===== config.mk =====
export PLATFORM = sky130hd
export DESIGN_NAME = sliding_window_encoder_speed
export DESIGN_NICKNAME = d
export VERILOG_FILES = /design/src/rtl/core/swes_pkg.sv /design/src/rtl/core/sliding_window_encoder_speed.sv
export SDC_FILE = /design/constraint.sdc
export NUM_CORES = 2
export LEC_CHECK = 0
export ABC_AREA = 1
export ABC_CLOCK_PERIOD_IN_PS = 6400
export BUFFER_PORTS_ARGS = -buffer_cell sky130_fd_sc_hd__buf_2
export CAP_MARGIN = 15
export CORE_AREA = 2 2 319 321
export DETAILED_ROUTE_END_ITERATION = 7
export DIE_AREA = 0 0 321 323
export PLACE_DENSITY = 0.75
export RECOVER_POWER = 100
export SYNTH_ARGS = -nofsm -noshare
export SYNTH_HDL_FRONTEND = slang
export SYNTH_SLANG_ARGS = --single-unit

===== constraint.sdc =====
create_clock -name aclk -period 6.4 [get_ports aclk]
set_input_delay 0.32 -clock aclk [delete_from_list [all_inputs] [get_ports aclk]]
set_output_delay 0.32 -clock aclk [all_outputs]
set_load 0.05 [all_outputs]

===== src/rtl/core/swes_pkg.sv =====
// shared constants for the sliding window encoder speed block
`default_nettype none
package swes_pkg;

    // ring depth and derived index width
    localparam int WINDOW_DEPTH = 8;
    localparam int PTR_W        = (WINDOW_DEPTH > 1) ? $clog2(WINDOW_DEPTH) : 1;

    // speed scale, ticks per millisecond to ticks per second
    localparam int                 SCALE_W     = 10;
    localparam logic [SCALE_W-1:0] SPEED_SCALE = 10'd1000;

    // quotient width: a magnitude of at most 2^31 times the scale fits in 41 bits
    localparam int QUOT_W    = 41;
    localparam int DIV_CNT_W = $clog2(QUOT_W);

    // configuration register map
    localparam int          CFG_ADDR_W          = 3;
    localparam logic        REG_UPDATE_PERIOD   = 1'b0;
    localparam logic [15:0] UPDATE_PERIOD_RESET = 16'd10;

endpackage
`default_nettype wire


===== src/rtl/core/sliding_window_encoder_speed.sv =====
// top level of the sliding window encoder speed estimator
//
//  channel  | dir | fields (tdata / tuser)                     | handshake
//  ---------+-----+--------------------------------------------+-------------------
//  s_       | in  | tdata[31:0] now_ms, tdata[63:32] tick_count | tvalid/tready
//  m_       | out | tdata[31:0] speed_tps, tuser[0] updated     | tvalid/tready
//  apb      | in  | update_period_ms at byte address 0          | psel/penable/pready
//
// an accepted update runs slot read, checks, one multiply by the scale,
// 41 steps of the shared restoring divider, saturation and output load; unchanged ticks skip the multiply and divide.
// a beat that is too early or has a non-positive span skips straight to the output load.
// s_tready is high only while the sequencer is idle; a result waits in the output
// register, so a stalled m_ side holds only the final step of the next beat.
// aresetn is synchronous; it clears the ring valid bits, so every slot reads zero.
`default_nettype none
module sliding_window_encoder_speed (
    input  wire logic                            aclk,
    input  wire logic                            aresetn,
    // input beat: [31:0] now_ms, [63:32] tick_count
    input  wire logic                            s_tvalid,
    output logic                                 s_tready,
    input  wire logic [63:0]                     s_tdata,
    // result beat: [31:0] speed_tps
    output logic                                 m_tvalid,
    input  wire logic                            m_tready,
    output logic [31:0]                          m_tdata,
    // result flag: [0] updated
    output logic [0:0]                           m_tuser,
    // configuration port
    input  wire logic                            psel,
    input  wire logic                            penable,
    input  wire logic                            pwrite,
    input  wire logic [swes_pkg::CFG_ADDR_W-1:0] paddr,
    input  wire logic [31:0]                     pwdata,
    output logic [31:0]                          prdata,
    output logic                                 pready
);
    import swes_pkg::*;

    typedef enum logic [2:0] {
        ST_IDLE,
        ST_READ,
        ST_CHECK,
        ST_MUL,
        ST_DIV,
        ST_SAT,
        ST_DONE
    } state_t;

    state_t state_reg;

    // ring storage
    logic [31:0]             ring_times_mem [WINDOW_DEPTH];
    logic [31:0]             ring_ticks_mem [WINDOW_DEPTH];
    logic [WINDOW_DEPTH-1:0] ring_valid_reg;
    logic                    ring_we;

    // sequencer data
    logic [PTR_W-1:0]  ptr_reg;
    logic [PTR_W-1:0]  slot_reg;
    logic [PTR_W-1:0]  slot_next;
    logic [31:0]       now_reg;
    logic [31:0]       ticks_reg;
    logic [31:0]       rd_time_reg;
    logic [31:0]       rd_ticks_reg;
    logic              rd_valid_reg;
    logic [31:0]       last_accept_reg;
    logic [31:0]       held_speed_reg;
    logic [31:0]       held_speed_next;
    logic [15:0]       period_reg;
    logic              updated_reg;
    logic              neg_reg;
    logic [31:0]       mag_reg;
    logic [30:0]       span_reg;
    logic [QUOT_W-1:0] quot_reg;
    logic [31:0]       rem_reg;
    logic [DIV_CNT_W-1:0] cnt_reg;

    // output register
    logic        m_tvalid_reg;
    logic [31:0] m_tdata_reg;
    logic        m_tuser_reg;
    logic        out_load;

    // check-stage arithmetic
    logic [31:0] ref_time;
    logic [31:0] ref_ticks;
    logic [31:0] since;
    logic [31:0] span;
    logic [31:0] dticks;
    logic        since_ok;
    logic        span_ok;

    // shared multiply and divide step
    logic [QUOT_W:0] prod_full;
    logic [31:0]     r_shift;
    logic [32:0]     r_diff;
    logic            r_ge;

    logic cfg_wr;

    assign pready   = 1'b1;
    assign cfg_wr   = psel && penable && pwrite && (paddr[CFG_ADDR_W-1] == REG_UPDATE_PERIOD);
    assign prdata   = (paddr[CFG_ADDR_W-1] == REG_UPDATE_PERIOD) ? {16'd0, period_reg} : 32'd0;

    assign s_tready = (state_reg == ST_IDLE);
    assign m_tvalid = m_tvalid_reg;
    assign m_tdata  = m_tdata_reg;
    assign m_tuser  = m_tuser_reg;

    // a finished beat moves into the output register once it is free
    assign out_load = (state_reg == ST_DONE) && (!m_tvalid_reg || m_tready);

    // oldest slot is the one after the current index
    assign slot_next = (ptr_reg == PTR_W'(WINDOW_DEPTH - 1)) ? '0 : ptr_reg + 1'b1;

    // slots never written read as zero
    assign ref_time  = rd_valid_reg ? rd_time_reg  : 32'd0;
    assign ref_ticks = rd_valid_reg ? rd_ticks_reg : 32'd0;
    assign since     = now_reg - last_accept_reg;
    assign span      = now_reg - ref_time;
    assign dticks    = ticks_reg - ref_ticks;
    assign since_ok  = !since[31] && (since[30:0] >= {15'd0, period_reg});
    assign span_ok   = !span[31] && (span != 32'd0);

    assign prod_full = (QUOT_W + 1)'(mag_reg) * (QUOT_W + 1)'(SPEED_SCALE);

    // restoring divide step
    assign r_shift = {rem_reg[30:0], quot_reg[QUOT_W-1]};
    assign r_diff  = {1'b0, r_shift} - {2'b00, span_reg};
    assign r_ge    = !r_diff[32];

    assign ring_we = (state_reg == ST_SAT);

    // truncated quotient with sign, saturated to 32 bits
    always_comb begin
        if (neg_reg) begin
            if ((|quot_reg[QUOT_W-1:32]) || (quot_reg[31] && (|quot_reg[30:0]))) begin
                held_speed_next = 32'h8000_0000;
            end else begin
                held_speed_next = 32'd0 - quot_reg[31:0];
            end
        end else begin
            if (|quot_reg[QUOT_W-1:31]) begin
                held_speed_next = 32'h7fff_ffff;
            end else begin
                held_speed_next = quot_reg[31:0];
            end
        end
    end

    // ring memory write and registered read
    always_ff @(posedge aclk) begin
        if (ring_we) begin
            ring_times_mem[slot_reg] <= now_reg;
            ring_ticks_mem[slot_reg] <= ticks_reg;
        end
        rd_time_reg  <= ring_times_mem[slot_reg];
        rd_ticks_reg <= ring_ticks_mem[slot_reg];
    end

    // sequencer, state and output register
    always_ff @(posedge aclk) begin
        if (!aresetn) begin
            state_reg       <= ST_IDLE;
            ring_valid_reg  <= '0;
            ptr_reg         <= '0;
            last_accept_reg <= 32'd0;
            held_speed_reg  <= 32'd0;
            period_reg      <= UPDATE_PERIOD_RESET;
            m_tvalid_reg    <= 1'b0;
        end else begin
            if (cfg_wr) begin
                period_reg <= pwdata[15:0];
            end
            if (out_load) begin
                m_tvalid_reg <= 1'b1;
            end else if (m_tvalid_reg && m_tready) begin
                m_tvalid_reg <= 1'b0;
            end
            unique case (state_reg)
                ST_IDLE: begin
                    if (s_tvalid) begin
                        now_reg   <= s_tdata[31:0];
                        ticks_reg <= s_tdata[63:32];
                        slot_reg  <= slot_next;
                        state_reg <= ST_READ;
                    end
                end
                ST_READ: begin
                    rd_valid_reg <= ring_valid_reg[slot_reg];
                    state_reg    <= ST_CHECK;
                end
                ST_CHECK: begin
                    neg_reg  <= dticks[31];
                    mag_reg  <= dticks[31] ? 32'd0 - dticks : dticks;
                    span_reg <= span[30:0];
                    if (!(since_ok && span_ok)) begin
                        updated_reg <= 1'b0;
                        state_reg   <= ST_DONE;
                    end else if (dticks == 32'd0) begin
                        // unchanged ticks give zero speed
                        quot_reg  <= '0;
                        state_reg <= ST_SAT;
                    end else begin
                        state_reg <= ST_MUL;
                    end
                end
                ST_MUL: begin
                    quot_reg  <= prod_full[QUOT_W-1:0];
                    rem_reg   <= 32'd0;
                    cnt_reg   <= '0;
                    state_reg <= ST_DIV;
                end
                ST_DIV: begin
                    rem_reg  <= r_ge ? r_diff[31:0] : r_shift;
                    quot_reg <= {quot_reg[QUOT_W-2:0], r_ge};
                    cnt_reg  <= cnt_reg + 1'b1;
                    if (cnt_reg == DIV_CNT_W'(QUOT_W - 1)) begin
                        state_reg <= ST_SAT;
                    end
                end
                ST_SAT: begin
                    // commit the sample; memory write happens alongside
                    held_speed_reg           <= held_speed_next;
                    ring_valid_reg[slot_reg] <= 1'b1;
                    ptr_reg                  <= slot_reg;
                    last_accept_reg          <= now_reg;
                    updated_reg              <= 1'b1;
                    state_reg                <= ST_DONE;
                end
                ST_DONE: begin
                    if (out_load) begin
                        m_tdata_reg  <= held_speed_reg;
                        m_tuser_reg  <= updated_reg;
                        state_reg    <= ST_IDLE;
                    end
                end
                default: begin
                    state_reg <= ST_IDLE;
                end
            endcase
        end
    end

endmodule
`default_nettype wire


==> results.yml <==
logic_synthesis:
  synth-compound-area-share_pct: 11.02
  synth_ff_type: "edfxtp_1"
  synthXorXnorAreaFrac_pct: 2.093
  synthArstFlopShare_pct: 0
  syn_area_per_cell_um2: 9.518
  synthAdderAreaFrac_pct: 10.82
  synth_top_family_by_area: "simple AND/OR/NAND/NOR gates"
  muxShareOfSynthArea_pct: 0
  ys_seq_elements: 915
  synth_warnings: 0
  syn_inst: 5130
  synthSimpleGateAreaFrac_pct: 16.46
  synth.distinct_cells: 62
  synth_area_mm2: 0.04883
  synth_edf_count: 756
  ys_seq_area_share_pct: 53.01
drt:
  viasPerCell: 5.389
  drc: 2
  drt_iter0_markers: 3257
  wirelength_um: 122400
  vias: 36280
  ant_nets: 0
  avgRoutedWirePerCell_um: 18.18
  drt-pass1-iter-count: 8
setup_path:
  worstSetupEndpointType: "flip-flop"
  critPathRequiredTime_ns: 6.78
  path_class: "reg -> reg"
  crit_path_max_fanout: 65
  critPathArrivalTime_ns: 6.09
  cp-start-kind: "flip-flop"
placement:
  place.gp.congestion: 0.9341
  portBuffers: 138
  dp_cells: 6474
  hpwlAfterDp_um: 83870
  placed_area_mm2: 0.05103
floorplanning:
  dieArea_mm2: 0.1037
  ios: 174
  initial_core_util_pct: 48.48
  die_x_um: 321
  rows: 117
  core_area_mm2: 0.1007
  die_height_um: 323
clock_tree:
  clock_latency_ns: 0.68
  hold_buffers: 81
  cts_root_buf: "clkbuf_16"
  cts_setup_buffers: 0
  cts_sinks: 915
  cts_buffer_depth: 3
  htree_levels: 3
  cts_inserted_buffers: 94
  tritoncts: "yes"
  cts_resized: 0
  clk_pin_slew_ns: 0.06
sta:
  hold_viol: 0
  rsz0062_at_grt: "no"
  fin_crit_sh_pct: 89.17
  finalCriticalPeriod_ns: 5.707
  worst_pin_slew_ns: 4.674
  setup_viol: 0
  worst_clock_skew_ns: 0.03490
  fmax_mhz: 175.2
  tns_ns: 0
  report.final.slew_viol_count: 738
  fin_hold_ws_ns: 0.1177
  relSlewSlack_pct: -211.6
layout:
  final_cells: 6733
  mostFrequentLayoutCell: "nand2_1"
  final_area_mm2: 0.05494
  nNetsFinal: 5798
  final_cell_mix: "nand2_1, nor2_1, edfxtp_1, inv_1, o21ai_0"
  drive_gt1_share_pct: 5.863
  syn2layout_area_growth_pct: 12.51
  n_antenna_cell: 0
outcome:
  violations: "DRC, capacitance limit, slew limit"
  status: "finished with violations"
job:
  maxCapViolCount: 18
global_route:
  grt_pass1_wl_um: 191700
  grt_pass1_vias: 35080
  grt_max_degree: 210
  antenna_found_initial: 0
  gr-total-overflow: 0
  grt_usage_pct: 23.44
pwr:
  p_leak_nw: 22.04
  power_density_mw_per_mm2: 447.5
  p_total_w: 0.02459
  vdd_drop_max_v: 0.0004560
worst_hold_path:
  hp-class: "in -> reg"
-- power breakdown --
part           internal, W  switching, W  leakage (nW)
clock              0.00349       0.00236          1.63
combinational      0.00391       0.00728          12.2
sequential         0.00717      0.000371          8.17
-- metrics by stage --
stage,utilization [%],setup slack [ns]
detailed placement,50.66,1.304
finish,54.55,0.6930
CTS,54.81,1.289
global placement,50.66,1.316
floorplan,-,1.305
global route,54.55,0.5483
-- cell families after synthesis --
| logic type | Yosys count |
|---|---|
| fa+ha+maj | 349 |
| xor+xnor | 112 |
| other cells | 2 |
| simple gates | 1942 |
| compound gates | 976 |
| flops | 915 |
| buf+inv | 834 |
-- routing by layer --
layer / vias up / GRT usage, % / share of wire, %
li1: 17710 / - / -
met4: 0 / 7.248 / 2.6
met2: 1214 / 38.75 / 46
met1: 17150 / 32.18 / 44
met5: - / 0 / 0
met3: 205 / 3.231 / 6.5
-- path summary, 6_finish.rpt --
kind	startpoint	to	slack, ns	cells past startpoint
setup / recovery	slot_reg[1]$_SDFFCE_PN0P_	ring_times_mem[1][6]$_DFFE_PP_	0.69	5
hold / removal	penable	period_reg[1]$_SDFFE_PN1P_	0.12	3
setup reg to reg	slot_reg[1]$_SDFFCE_PN0P_	ring_times_mem[1][6]$_DFFE_PP_	0.69	5
hold reg to reg	held_speed_reg[23]$_SDFFE_PN0P_	m_tdata[23]$_DFFE_PP_	0.43	0
-- area by class of cell --
| cell class | instances | area (um^2) |
|---|---|---|
| Clock buffer | 117 | 2572 |
| Clock inverter | 60 | 787.0 |
| Fill cell | 8790 | 45780 |
| Inverter | 670 | 2521 |
| Multi-Input combinational cell | 3396 | 19840 |
| Sequential cell | 915 | 25880 |
| Tap cell | 1309 | 1638 |
| Timing Repair Buffer | 266 | 1702 |
-- synthesized netlist by cell type, types with 8 or more instances --
cell / number / area share [%]
a31oi_1: 14 / 0.18
nand4_1: 59 / 0.76
nand2_2: 9 / 0.12
o21ai_1: 10 / 0.10
clkbuf_1: 111 / 0.85
a21o_1: 8 / 0.12
o21bai_1: 13 / 0.20
fa_1: 122 / 5.0
o2111ai_1: 66 / 1.2
dfxtp_1: 159 / 6.5
o221ai_1: 8 / 0.14
xor2_1: 73 / 1.3
nand3b_1: 18 / 0.28
nand3_1: 168 / 1.7
edfxtp_1: 756 / 46
buf_4: 17 / 0.26
nor2_1: 783 / 6.0
inv_1: 655 / 5.0
xnor2_1: 35 / 0.63
o21ai_0: 478 / 4.9
o22ai_1: 15 / 0.19
ha_1: 227 / 5.8
inv_2: 11 / 0.085
nor2_2: 11 / 0.14
nand2_1: 808 / 6.2
nor4_1: 13 / 0.17
a21oi_1: 325 / 3.3
nor3_1: 38 / 0.39
buf_1: 28 / 0.22
-- worst max-delay path, cell delays in order (launching register included) --
cell      delay (ns)
edfxtp_1        0.47
nor2_1          0.12
clkinv_1        0.10
clkbuf_1        3.27
nor2_4          0.85
buf_4           0.55
No activity file was read; power rests on OpenSTA's default activity.
